--- config.mk ---
export PLATFORM = sky130hd
export DESIGN_NAME = iugf_sweep
export DESIGN_NICKNAME = d
export VERILOG_FILES = /design/src/design/iugf_pkg.sv /design/src/design/iugf_sweep.sv
export SDC_FILE = /design/constraint.sdc
export NUM_CORES = 1
export LEC_CHECK = 0
export BUFFER_PORTS_ARGS = -buffer_cell sky130_fd_sc_hd__buf_2
export CORE_MARGIN = 10
export CORE_UTILIZATION = 50
export DETAILED_ROUTE_END_ITERATION = 8
export PLACE_DENSITY_LB_ADDON = 0.1
export SLEW_MARGIN = 20
export SYNTH_ARGS = -nofsm -noshare
export SYNTH_HDL_FRONTEND = slang
export SYNTH_SLANG_ARGS = --single-unit
--- constraint.sdc ---
create_clock -name clk_i -period 6.1 [get_ports clk_i]
set_input_delay 1.22 -clock clk_i [delete_from_list [all_inputs] [get_ports clk_i]]
set_output_delay 1.22 -clock clk_i [all_outputs]
set_load 0.02 [all_outputs]
--- src/design/iugf_pkg.sv ---
`default_nettype none
package iugf_pkg;

  localparam int unsigned MAX_INTERVALS = 64;
  localparam int unsigned TIME_BITS     = 31;
  localparam int unsigned CNT_W         = $clog2(MAX_INTERVALS + 1);

  typedef logic [TIME_BITS-1:0] time_t;
  typedef logic [CNT_W-1:0]     cnt_t;

  typedef enum logic {
    ST_IDLE,
    ST_SWEEP
  } state_e;

  typedef struct packed {
    logic insert;
    logic shift;
    logic occupied;
    logic at_tail;
  } cell_ctrl_t;

  typedef struct packed {
    logic pop;
    logic finish;
    logic dropped;
  } sweep_ctrl_t;

endpackage
`default_nettype wire

--- src/design/iugf_sweep.sv ---
`default_nettype none
module iugf_sweep
  import iugf_pkg::*;
(
  input  wire         clk_i,
  input  wire         rst_ni,
  input  sweep_ctrl_t ctrl_i,
  input  time_t       head_start_i,
  input  time_t       head_end_i,
  output logic        strobe_o,
  output time_t       gap_start_o,
  output time_t       gap_end_o,
  output logic        no_gap_o,
  output logic        dropped_o,
  output logic        last_gap_o
);

  logic  have_end_q, have_end_d;
  time_t cur_end_q, cur_end_d;
  logic  pend_q, pend_d;
  time_t pend_start_q, pend_start_d;
  time_t pend_end_q, pend_end_d;

  logic  strobe_q, strobe_d;
  time_t gs_q, gs_d;
  time_t ge_q, ge_d;
  logic  none_q, none_d;
  logic  drop_q, drop_d;
  logic  last_q, last_d;

  always_comb begin
    have_end_d   = have_end_q;
    cur_end_d    = cur_end_q;
    pend_d       = pend_q;
    pend_start_d = pend_start_q;
    pend_end_d   = pend_end_q;
    strobe_d     = 1'b0;
    gs_d         = gs_q;
    ge_d         = ge_q;
    none_d       = none_q;
    drop_d       = drop_q;
    last_d       = last_q;
    if (ctrl_i.pop) begin
      if (!have_end_q) begin
        have_end_d = 1'b1;
        cur_end_d  = head_end_i;
      end else begin
        if (head_start_i > cur_end_q) begin
          if (pend_q) begin
            strobe_d = 1'b1;
            gs_d     = pend_start_q;
            ge_d     = pend_end_q;
            none_d   = 1'b0;
            drop_d   = ctrl_i.dropped;
            last_d   = 1'b0;
          end
          pend_d       = 1'b1;
          pend_start_d = cur_end_q;
          pend_end_d   = head_start_i;
        end
        if (head_end_i > cur_end_q) begin
          cur_end_d = head_end_i;
        end
      end
    end else if (ctrl_i.finish) begin
      strobe_d   = 1'b1;
      drop_d     = ctrl_i.dropped;
      last_d     = 1'b1;
      none_d     = !pend_q;
      gs_d       = pend_q ? pend_start_q : '0;
      ge_d       = pend_q ? pend_end_q : '0;
      have_end_d = 1'b0;
      pend_d     = 1'b0;
    end
  end

  always_ff @(posedge clk_i or negedge rst_ni) begin
    if (!rst_ni) begin
      have_end_q <= 1'b0;
      pend_q     <= 1'b0;
      strobe_q   <= 1'b0;
    end else begin
      have_end_q <= have_end_d;
      pend_q     <= pend_d;
      strobe_q   <= strobe_d;
    end
  end

  always_ff @(posedge clk_i) begin
    cur_end_q    <= cur_end_d;
    pend_start_q <= pend_start_d;
    pend_end_q   <= pend_end_d;
    gs_q         <= gs_d;
    ge_q         <= ge_d;
    none_q       <= none_d;
    drop_q       <= drop_d;
    last_q       <= last_d;
  end

  assign strobe_o    = strobe_q;
  assign gap_start_o = gs_q;
  assign gap_end_o   = ge_q;
  assign no_gap_o    = none_q;
  assign dropped_o   = drop_q;
  assign last_gap_o  = last_q;

endmodule
`default_nettype wire

==> results.json <==
{
  "routed-via-count": 3781,
  "firstDrtPassIters": 5,
  "clk-insertion-delay-late_ns": 0.42,
  "timing_worst_slew_pin_value_ns": 0.889,
  "remaining_max_slew_budget_at_the_tightest_pin_pct": 40.7,
  "worstHoldPathType": "reg2reg",
  "critPathRequiredTime_ns": 6.19,
  "setup_total_negative_slack_ns": 0,
  "ys_types": 30,
  "critical_path.reg2reg.startpoint": "cur_end_q[22]",
  "via_per_inst": 4.90,
  "drc": 0,
  "timing.critical_path.slowest_stage_cell": "o31ai_4",
  "clock_tree.htree_level_count": 4,
  "cts.path.max_buffers": 2,
  "grt.overflow.total": 0,
  "post_cts_clock_slew_at_the_launch_and_capture_registers_of_the_worst_setup_and_hold_paths_ns": 0.06,
  "syn-cell-area_um2": 6740,
  "timing.clock.skew_ns": 0.00792,
  "n_fill_cell": 1066,
  "critical_path.n_buffers_inverters": 2,
  "run_status": "finished, final reports clean",
  "setup_slack_at_placement_ns": 1.93,
  "finalNetCount": 710,
  "die_x_um": 136,
  "static-leakage-power_nw": 3.39,
  "fin_total_pwr_mw": 2.61,
  "global_route_wire_length_before_repair_mm": 20.2,
  "postLayoutSetupSlackWorst_ns": 2.55,
  "via_count_of_the_first_global_routing_pass": 4003,
  "tritoncts": "yes",
  "final-seq-area_um2": 4820,
  "report.final.hold_viol_count": 0,
  "p_int_mw": 2.01,
  "syn_to_final_growth_pct": 22.4,
  "setup_violations": 0,
  "route.antenna.remaining_nets": 0,
  "detailedRoute.firstIterationViolations": 141,
  "core_region_area_um2": 13200,
  "antenna_violations_before_repair": 3,
  "grt_start_max_net_pins": 50,
  "worstSetupStartpoint": "head_start_i[4]",
  "timing.final.crit_period_ns": 3.55,
  "gr-usage-all-layers_pct": 14.5,
  "p_sw_share_pct": 23.1,
  "combinationalPowerShare_pct": 11.6,
  "root_buffer": "clkbuf_16",
  "syn-num-nets": 560,
  "maximum_clock_frequency_mhz": 282,
  "gpl.final_weighted_congestion": 0.801,
  "logic_depth_of_the_worst_register_to_register_path": 7,
  "place_inst": 737,
  "r2r_setup_slack_ns": 3.04,
  "cp_cell_sequence": "buf_2 -> ha_1 -> nand4_1 -> a21oi_1 -> nor3_1 -> o31ai_1 -> a211oi_2 -> o31ai_4 -> buf_12",
  "ys_ff_latch": 161,
  "proportion_of_layout_cells_with_a_drive_suffix_above_1_pct": 28.8,
  "worst_setup_path_class": "in2reg",
  "design.die.area_um2": 18500,
  "layout_commonest_cell": "edfxtp_1",
  "routed_len_inst_um": 16.8,
  "worst_setup_path_endpoint": "gap_end_o[12]",
  "layout_common_cells": "edfxtp_1 (158), buf_2 (132), nor2b_1 (63), ha_1 (62), inv_1 (37)",
  "tritoncts_num_sinks": 161,
  "peak_supply_drop_uv": 193,
  "final-instance-count-excl-fill": 772,
  "yosysWarnings": 0,
  "timing.final.max_slew_violations": 0,
  "cts_hold_buf": 0,
  "portBuffers": 132,
  "drt_wl_total_mm": 13.0,
  "vertical_die_dimension_um": 136,
  "multi_input_area_um2": 1790,
  "period_share_pct": 58.2,
  "setup.worst_path.end_class": "flop",
  "critical_path.startpoint_type": "input pin",
  "initial_utilization_pct": 50.9,
  "pin_count": 133,
  "cp_data_arrival_time_ns": 3.64,
  "drv.max_cap_violation_count": 0,
  "cts_made_buffers": 17,
  "detailed_place_hpwl_mm": 10.1,
  "fin_hold_ws_ns": 0.442,
  "seq_area_frac_synth_pct": 71.5,
  "rsz0062_at_grt": "no",
  "critical_path_s_largest_stage_delay_ns": 0.76,
  "synth_area_per_cell_um2": 15.6,
  "critical-path-top-delay-family": "compound AO/OA/AOI/OAI gates",
  "rows": 42,
  "crit_cells": 9,
  "portion_of_total_power_attributed_to_the_clock_network_pct": 37.3,
  "cellPowerDensity_nw_per_um2": 317,
  "netlist_instances": 431,
  "cts.repair.resized": 0,
  "post-cts-setup-buffers": 0,
  "p_switching_mw": 0.603,
  "power.share.sequential_pct": 51.1,
  "worst-path-max-fanout": 49,
  "capture_point_of_the_worst_reg_to_reg_path": "gap_end_o[12]"
}
==> registers in the layout, summed over array words and instances (netlist names) <==
name	cells
cur_end_q	31
dropped_o	1
gap_end_o	31
gap_start_o	31
have_end_q	1
last_gap_o	1
no_gap_o	1
pend_end_q	31
pend_q	1
pend_start_q	31
strobe_o	1
==> power by group through the flow <==
stage          clock, mW  combinational [mW]  sequential (mW)
3_5_place_dp           0               0.306             1.36
6_report           0.975               0.303             1.34
2_1_floorplan          0               0.141             1.40
3_3_place_gp           0               0.298             1.36
5_1_grt             1.04               0.342             1.34
4_1_cts            0.994               0.307             1.34
==> worst min-delay path by stage <==
stage,from,cells past startpoint,endpoint
2_1_floorplan,cur_end_q[10],0,pend_start_q[10]
3_3_place_gp,cur_end_q[4],0,pend_start_q[4]
3_5_place_dp,cur_end_q[28],0,pend_start_q[28]
4_1_cts,cur_end_q[9],0,pend_start_q[9]
5_1_grt,cur_end_q[28],0,pend_start_q[28]
6_report,cur_end_q[9],0,pend_start_q[9]
==> per-stage QoR <==
step,instance area (um^2),utilization (%)
2_1_floorplan,6740,-
3_3_place_gp,7670,57.9
3_5_place_dp,7670,57.9
4_1_cts,8210,62.0
5_1_grt,8250,62.3
6_report,8250,62.3
==> final cells by class <==
type	count	share of cell area, %
flip-flops and latches	161	58.5
multi-input cells	227	21.7
repair buffers	137	8.86
clock buffers	25	5.89
well taps	176	2.67
inverters	37	1.68
clock inverters	7	0.728
diodes	2	0.0607
==> metal layers <==
layer	vias to the layer above	track usage, %	part of all wire, %
li1	1913	-	-
met1	1739	17.0	43
met2	106	23.1	48
met3	21	5.79	7.3
met4	2	6.21	1.7
met5	-	0	0.085
==> kinds of logic after synthesis <==
kind of cell | Yosys count | share of synthesized area (%)
DFF | 161 | 71.5
and+or+nand+nor | 114 | 9.66
adders and majority gates | 62 | 11.5
AOI/OAI and AO/OA | 51 | 4.88
buffers and inverters | 43 | 2.40
==> cells in the mapped netlist <==
library cell  number  area share (%)
a221oi_1           1            0.13
a221o_1            1            0.15
nand2_1           15            0.84
o31a_1             1            0.13
o21ai_1            3            0.22
o21a_1             2            0.22
a211oi_1           3            0.33
nor2b_1           63             5.9
a21o_1             6            0.67
o21ai_0            6            0.45
nor2_1             9            0.50
o41ai_1            1            0.13
nand3_1            5            0.37
inv_1             37             2.1
and2_1             1           0.093
nand4b_1           1            0.13
a221oi_2           1            0.22
nand4_1           13             1.2
nor3_1             2            0.15
a22oi_1            1            0.11
clkbuf_1           6            0.33
a21oi_1           20             1.5
nor4_1             3            0.28
nand3b_1           1            0.11
a211oi_2           1            0.19
edfxtp_1         158              70
dfrtp_1            3             1.1
ha_1              62              12
and2b_2            1            0.13
o31ai_1            4            0.45
==> worst register-to-register path: cells and delay by family, from the launching register on <==
kind | cells | cell delay, ns
buffers and inverters | 2 | 0.42
DFF | 1 | 0.36
AOI/OAI and AO/OA | 2 | 0.98
adders and majority gates | 1 | 0.31
and+or+nand+nor | 2 | 0.66
No activity file was read; power rests on OpenSTA's default activity.
