File: config.mk
export PLATFORM = sky130hd
export DESIGN_NAME = iugf_cell
export DESIGN_NICKNAME = d
export VERILOG_FILES = /design/src/design/iugf_pkg.sv /design/src/design/iugf_cell.sv
export SDC_FILE = /design/constraint.sdc
export NUM_CORES = 1
export LEC_CHECK = 0
export BUFFER_PORTS_ARGS = -buffer_cell sky130_fd_sc_hd__buf_2
export CORE_MARGIN = 5
export CORE_UTILIZATION = 47
export DETAILED_ROUTE_END_ITERATION = 8
export GPL_ROUTABILITY_DRIVEN = 0
export PLACE_DENSITY = 0.88
export SKIP_LAST_GASP = 1
export SLEW_MARGIN = 20
export SYNTH_ARGS = -nofsm -noshare
export SYNTH_HDL_FRONTEND = slang
export SYNTH_SLANG_ARGS = --single-unit
File: constraint.sdc
create_clock -name clk_i -period 11.15 [get_ports clk_i]
set_input_delay 2.23 -clock clk_i [delete_from_list [all_inputs] [get_ports clk_i]]
set_output_delay 2.23 -clock clk_i [all_outputs]
set_load 0.03 [all_outputs]
File: src/design/iugf_pkg.sv
`default_nettype none
package iugf_pkg;

  localparam int unsigned MAX_INTERVALS = 64;
  localparam int unsigned TIME_BITS     = 31;
  localparam int unsigned CNT_W         = $clog2(MAX_INTERVALS + 1);

  typedef logic [TIME_BITS-1:0] time_t;
  typedef logic [CNT_W-1:0]     cnt_t;

  typedef enum logic {
    ST_IDLE,
    ST_SWEEP
  } state_e;

  typedef struct packed {
    logic insert;
    logic shift;
    logic occupied;
    logic at_tail;
  } cell_ctrl_t;

  typedef struct packed {
    logic pop;
    logic finish;
    logic dropped;
  } sweep_ctrl_t;

endpackage
`default_nettype wire

File: src/design/iugf_cell.sv
`default_nettype none
module iugf_cell
  import iugf_pkg::*;
(
  input  wire        clk_i,
  input  cell_ctrl_t ctrl_i,
  input  time_t      new_start_i,
  input  time_t      new_end_i,
  input  logic       left_gt_i,
  input  time_t      left_start_i,
  input  time_t      left_end_i,
  input  time_t      right_start_i,
  input  time_t      right_end_i,
  output logic       gt_o,
  output time_t      start_o,
  output time_t      end_o
);

  time_t start_q, start_d;
  time_t end_q, end_d;

  assign gt_o    = ctrl_i.occupied && (start_q > new_start_i);
  assign start_o = start_q;
  assign end_o   = end_q;

  always_comb begin
    start_d = start_q;
    end_d   = end_q;
    if (ctrl_i.insert) begin
      if (left_gt_i) begin
        start_d = left_start_i;
        end_d   = left_end_i;
      end else if (gt_o || ctrl_i.at_tail) begin
        start_d = new_start_i;
        end_d   = new_end_i;
      end
    end else if (ctrl_i.shift) begin
      start_d = right_start_i;
      end_d   = right_end_i;
    end
  end

  always_ff @(posedge clk_i) begin
    start_q <= start_d;
    end_q   <= end_d;
  end

endmodule
`default_nettype wire

==> impl_metrics.tcl, run 1 <==
set metrics [dict create \
    period_minus_slack_ns 6.248 \
    cts_buffers 9 \
    crit_type "in -> out" \
    worstSkewPairLatency_ns 0.33 \
    holdBufCountCts 0 \
    io-pin-count 255 \
    yosysSeqAreaShare 0.4690 \
    cts_setup_buffers 0 \
    seq_area_sq_um 1862 \
    critPathCaptureType "primary output" \
    drt_wl_total_um 11900 \
    final_antenna_net_count 0 \
    cts.path.max_buffers 2 \
    syn_area_per_cell_sq_um 10.21 \
    crit_required_ns 8.92 \
    worst-path-buf-inv 3 \
    cp_top_family "compound AO/OA/AOI/OAI gates" \
    start_util 0.4832 \
    relSlewSlack 0.2832 \
    n_fill_cell 663 \
    vias 3859 \
    critPathMaxFanout 2 \
    area_growth_pct 38.45 \
    crit_chain "buf_2 -> inv_1 -> ha_1 -> a21oi_1 -> o21ai_0 -> a221oi_1 -> a211oi_1 -> o31a_1 -> buf_2" \
    finClkSkew_ns 0.01313 \
    p_leak_uw 0.002784 \
    overflow 0 \
    nNetsFinal 858 \
    tritoncts "yes" \
    drc_errors 0 \
    rows 33 \
    cp_slowest_stage_delay_ns 0.50 \
    cts_resized 0 \
    rsz0062_at_grt "no" \
    setup_viol 0 \
    cap_violations 0 \
    fin_ws_ns 4.902 \
    p_per_area_nw_per_um2 124.8 \
    finalPower_uw 686.2 \
    coreArea_sq_um 8217 \
    max_slew.worst_pin.slew_ns 1.075 \
    grt_pass1_wl_um 17920 \
    hold_violations 0 \
    slew_violations 0 \
    final_util 0.6690 \
    initialDrtViolationCount 88 \
    grt_max_degree 68 \
    most-common-layout-cells "252 x buf_2, 75 x a21oi_1, 65 x nor2_1" \
    clkSlewWorstSetupHoldPaths_ns 0.07 \
    synthCells 389 \
    antenna_cells 0 \
    synthesis.area_sq_um 3970 \
    arrival_ns 4.02 \
    grt_pass1_vias 4018 \
    syn_nets 612 \
    drt_pass1_iterations 4 \
    die_w_um 101.9 \
    status "completed" \
    clock-root-buffer "clkbuf_8" \
    ys_seq_elements 62 \
    die-area_sq_um 10380 \
    multi_input_area_sq_um 1911 \
    cts_sinks 62 \
    cp_common_cell "buf_2" \
    hpwlAfterDp_um 9610 \
    h-tree-depth 3 \
    avgRoutedWirePerCell_um 15.97 \
    layout_commonest_cell "buf_2" \
    crit_slowest_cell "a221oi_1" \
    antenna_found_initial 0 \
    port_buffers 254 \
    max_clock_freq_mhz 160.1 \
    irDropWorstVdd_mv 0.08221 \
    drive_gt1_frac 0.4250 \
    period_share 0.5604 \
    tns_ns 0 \
    synth_cell_types 32 \
    worstHoldPathType "reg -> reg" \
    grt_usage 0.2191 \
    die_y_um 101.9 \
    dp_slack_ns 4.926 \
    worst_setup_path_start_kind "input port" \
    hold_ws_ns 1.316 \
    yosys_warnings 0 \
    viasPerCell 5.180 \
]
[worst min-delay path, cell delays in order (launching register included)]
cell and delay, ns:
edfxtp_1 0.37, ha_1 0.24, nand4_1 0.13, a211o_1 0.16, a21oi_4 0.20
[Yosys cell counts]
| master | number | area, sq um |
|---|---|---|
| a31oi_1 | 1 | 6.260 |
| a21oi_1 | 76 | 380.4 |
| buf_2 | 8 | 40.04 |
| a211oi_1 | 2 | 15.01 |
| o21ai_0 | 4 | 20.02 |
| or3b_2 | 1 | 8.760 |
| or3_1 | 1 | 6.260 |
| nand3_1 | 4 | 20.02 |
| o31ai_1 | 1 | 7.510 |
| nand2_1 | 7 | 26.28 |
| nand3b_1 | 1 | 7.510 |
| o22ai_1 | 1 | 6.260 |
| nand4_2 | 1 | 12.51 |
| nor3b_1 | 1 | 7.510 |
| inv_1 | 32 | 120.1 |
| nor4_1 | 1 | 6.260 |
| nand4_1 | 4 | 25.02 |
| a211o_1 | 1 | 8.760 |
| clkbuf_1 | 10 | 37.54 |
| nor3_1 | 2 | 10.01 |
| o31a_1 | 1 | 8.760 |
| and4b_1 | 1 | 10.01 |
| and4_1 | 1 | 8.760 |
| edfxtp_1 | 62 | 1862 |
| a21o_1 | 1 | 7.510 |
| a221oi_1 | 1 | 8.760 |
| a22oi_1 | 1 | 7.510 |
| mux2i_1 | 62 | 620.6 |
| nor2_1 | 65 | 244.0 |
| ha_1 | 31 | 387.9 |
| buf_1 | 3 | 11.26 |
| nand4_4 | 1 | 21.27 |
[registers in the layout, summed over array words and instances (netlist names)]
register and cells:
end_o 31, start_o 31
[final timing paths]
kind	startpoint	cells after the start	slack, ns	end
max	new_start_i[8]	9	4.90	gt_o
max reg2reg	start_o[13]$_DFFE_PP_	7	7.88	end_o[4]$_DFFE_PP_
min reg2reg	start_o[15]$_DFFE_PP_	4	1.32	start_o[0]$_DFFE_PP_
min	start_o[15]$_DFFE_PP_	4	1.32	start_o[0]$_DFFE_PP_
[metal layers]
| layer | up-vias | global-route usage | wire length, um |
|---|---|---|---|
| met1 | 1739 | 0.2381 | 4275 |
| met3 | 38 | 0.05870 | 1012 |
| li1 | 1903 | - | - |
| met2 | 179 | 0.3979 | 6156 |
| met4 | 0 | 0.09990 | 452 |
| met5 | - | 0 | 0 |
[area by class of cell]
| cell class | count | share of cell area |
|---|---|---|
| inverter | 32 | 0.02185 |
| clock inverter | 5 | 0.009105 |
| timing repair buffer | 256 | 0.2349 |
| sequential | 62 | 0.3387 |
| clock buffer | 11 | 0.02390 |
| multi-input combinational | 274 | 0.3476 |
| tap | 105 | 0.02390 |
[through the flow]
stage / cells / area, sq um
detailed placement: 729 / 5315
global placement: 729 / 5315
finish: 745 / 5497
CTS: 745 / 5497
floorplan: 389 / 3970
global route: 745 / 5497
[kinds of logic (layout without fill, tap and decap cells)]
kind of cell               Yosys count  in the layout  share of synthesized area
and+or+nand+nor                     91             91                     0.1043
AOI/OAI and AO/OA                   90             90                     0.1201
buffers and inverters               53            304                    0.05263
muxes                               62             62                     0.1563
adders and majority gates           31             31                    0.09770
DFF                                 62             62                     0.4690
[where the power goes]
group | internal, uW | switching (uW) | leakage (uW)
clock | 102 | 84.1 | 0.0000884
combinational | 76.1 | 127 | 0.00209
sequential | 288 | 9.19 | 0.000610
total | 466 | 220 | 0.00278
(Power assumes the default switching activity.)
==> inputs of run 2 (changes only) <==
--- a/config.mk
+++ b/config.mk
@@ -5,12 +5,13 @@
 export SDC_FILE = /design/constraint.sdc
 export NUM_CORES = 1
 export LEC_CHECK = 0
+export ABC_AREA = 1
 export BUFFER_PORTS_ARGS = -buffer_cell sky130_fd_sc_hd__buf_2
 export CORE_MARGIN = 5
-export CORE_UTILIZATION = 47
+export CORE_UTILIZATION = 43
 export DETAILED_ROUTE_END_ITERATION = 8
 export GPL_ROUTABILITY_DRIVEN = 0
-export PLACE_DENSITY = 0.88
+export PLACE_DENSITY = 0.81
 export SKIP_LAST_GASP = 1
 export SLEW_MARGIN = 20
 export SYNTH_ARGS = -nofsm -noshare
==> constraint.sdc (replaced) <==
create_clock -name clk_i -period 6.5 [get_ports clk_i]
set_input_delay 1.3 -clock clk_i [delete_from_list [all_inputs] [get_ports clk_i]]
set_output_delay 1.3 -clock clk_i [all_outputs]
set_load 0.03 [all_outputs]
==> run 2 against run 1 <==
  * Via count rose by 10%
  * First-iteration DRC count rose to 2.6 times the previous value
  * Hold slack got worse by 0.062 ns
  * Design area rose by 1.5%
  * Sequential share of layout area fell by 0.51 points
  * Critical path depth rose by 2
  * Die area rose by 9.9%
  * Synthesized cell count rose by 29%
  * Largest cell class unchanged
==> impl_metrics.tcl, run 2 <==
set metrics [dict create \
    status "completed" \
    clock-root-buffer "clkbuf_8" \
    drt_wl_total_um 12800 \
    cts_sinks 62 \
    p_per_area_nw_per_um2 217.2 \
    io-pin-count 255 \
    die_y_um 106.8 \
    synthCells 501 \
    comb_power_share 0.286 \
    cap_violations 0 \
    stdcell_count 858 \
    dp_cells 843 \
    synth_top_area_frac 0.4617 \
    rows 35 \
    async_reset_ff_frac 0 \
    drt_pass1_iterations 6 \
    crit_end "gt_o" \
    hold_violations 0 \
    synth_top_area_cell "edfxtp_1" \
    synth_edf_count 62 \
    crit_required_ns 5.20 \
    clkSlewWorstSetupHoldPaths_ns 0.07 \
    p_int_uw 825.8 \
    synth_common_cells "119 x o21ai_0, 107 x nand2_1, 68 x nor2_1" \
    cts.path.max_buffers 2 \
    crit_start "new_start_i[6]" \
    coreArea_sq_um 9196 \
    slew_violations 0 \
    rsz0062_at_grt "no" \
    tritoncts "yes" \
    met3_length_um 1266 \
    max_slew.worst_pin.slew_ns 1.060 \
    critPathCaptureType "primary output" \
    most-common-layout-cells "254 x buf_2, 119 x o21ai_0, 107 x nand2_1" \
    antenna_found_initial 0 \
    seqPwrFrac 0.420 \
    port_buffers 254 \
    switching_share 0.3188 \
    p_leak_uw 0.002867 \
    hold-path-cell-count 3 \
    grt_max_degree 65 \
    critPathMaxFanout 2 \
    crit_type "in -> out" \
    viasPerCell 4.965 \
    overflow 0 \
    met1_length_um 4731 \
    arrival_ns 2.68 \
    cts_setup_buffers 0 \
    synth.area.top_cells "edfxtp_1 46%, o21ai_0 15%, nand2_1 10%" \
    setup_viol 0 \
    initialDrtViolationCount 230 \
    n_fill_cell 813 \
    highest-signal-layer "met4" \
    period_share 0.6125 \
    max_clock_freq_mhz 251.2 \
    syn_area_per_cell_sq_um 8.049 \
    finClkSkew_ns 0.009337 \
    yosys_warnings 0 \
    period_minus_slack_ns 3.981 \
    dp_slack_ns 2.475 \
    start_util 0.4385 \
    worstHoldPathType "in -> reg" \
    die_w_um 106.8 \
    fin_ws_ns 2.519 \
    holdBufCountCts 0 \
    p_sw_uw 386.5 \
    grt_usage 0.2157 \
    hpwlAfterDp_um 9814 \
    ys_seq_elements 62 \
    grt_pass1_wl_um 19610 \
    drc_errors 0 \
    area_growth_pct 38.38 \
    worstRegToRegCells 12 \
    cts_resized 0 \
    avgRoutedWirePerCell_um 14.92 \
    cts_buffers 9 \
    worst-r2r-setup-slack_ns 3.59 \
    final_antenna_net_count 0 \
    clockPowerShare 0.294 \
    synth_most_common_cell "o21ai_0" \
    worst_setup_path_start_kind "input port" \
    yosysSeqAreaShare 0.4617 \
    vias 4260 \
    synth_ff_type "edfxtp_1" \
    drive_gt1_frac 0.3788 \
    synth_cell_types 24 \
    synthesis.area_sq_um 4033 \
    grt_pass1_vias 4152 \
    relSlewSlack 0.2915 \
    worstSkewPairLatency_ns 0.32 \
    final_util 0.6068 \
    irDropWorstVdd_mv 0.1060 \
    r2r_end "start_o[15]$_DFFE_PP_" \
    layout_commonest_cell "buf_2" \
    syn_nets 724 \
    antenna_cells 0 \
    die-area_sq_um 11410 \
    wl_met2_um 6687 \
    r2r-start "start_o[6]$_DFFE_PP_" \
    h-tree-depth 3 \
    tns_ns 0 \
    nNetsFinal 966 \
]
-- run 2: cell types whose count changed in the layout (fill, tap and decap cells not counted), moves of 5 or more --
cell,delta
a21oi_1,-65
mux2i_1,-62
nand2_1,+100
o21ai_1,+5
inv_1,+18
o21ai_0,+115
-- run 2: final cells by class --
class,instances,area (sq um),share of cell area
inverters,52,196.4,0.03520
clock buffers,9,123.9,0.02220
multi-input cells,361,1876,0.3361
well taps,111,138.9,0.02489
clock inverters,6,77.57,0.01390
flip-flops and latches,62,1862,0.3336
repair buffers,257,1306,0.2341
-- run 2: per-stage QoR --
step	instance area, sq um	hold slack [ns]	total power [uW]
final	5580	1.253	1212
after global routing	5580	1.234	1281
after CTS	5579	1.233	1224
after detailed placement	5378	1.387	866.0
after global placement	5378	1.361	857.0
after floorplan	4033	1.491	729.2
-- run 2: cells by family after synthesis --
group,after synthesis,synth area share
AO/OA/AOI/OAI,138,0.1744
adder cells (fa/ha/maj),31,0.09618
AND/OR/NAND/NOR,192,0.1927
flip-flops,62,0.4617
buffers and inverters,78,0.07509
-- run 2: how the worst min path moves through the flow --
stage,slack (ns),start,to
floorplan,1.49,right_end_i[0],end_o[0]$_DFFE_PP_
global placement,1.36,start_o[27]$_DFFE_PP_,start_o[21]$_DFFE_PP_
detailed placement,1.39,start_o[28]$_DFFE_PP_,start_o[22]$_DFFE_PP_
CTS,1.23,right_end_i[24],end_o[24]$_DFFE_PP_
global route,1.23,right_end_i[24],end_o[24]$_DFFE_PP_
finish,1.25,right_start_i[26],start_o[26]$_DFFE_PP_
-- run 2: power groups by stage --
stage	clock network [uW]	logic [uW]	registers, uW
global placement	0	341	516
finish	356	346	510
floorplan	0	127	602
CTS	365	349	510
global route	384	383	514
detailed placement	0	348	518
-- run 2: routing by layer --
layer | vias to the layer above | GRT usage
li1 | 2164 | -
met1 | 1894 | 0.2378
met2 | 190 | 0.4002
met3 | 12 | 0.07104
met4 | 0 | 0.04932
met5 | - | 0
-- run 2: worst max-delay path: stages --
cell and delay (ns):
buf_2 0.09, inv_1 0.04, ha_1 0.28, nand2_1 0.07
nor2_1 0.19, nand4_1 0.14, nor2_1 0.12, a21boi_0 0.11
nand2_2 0.12, inv_1 0.04, buf_2 0.17
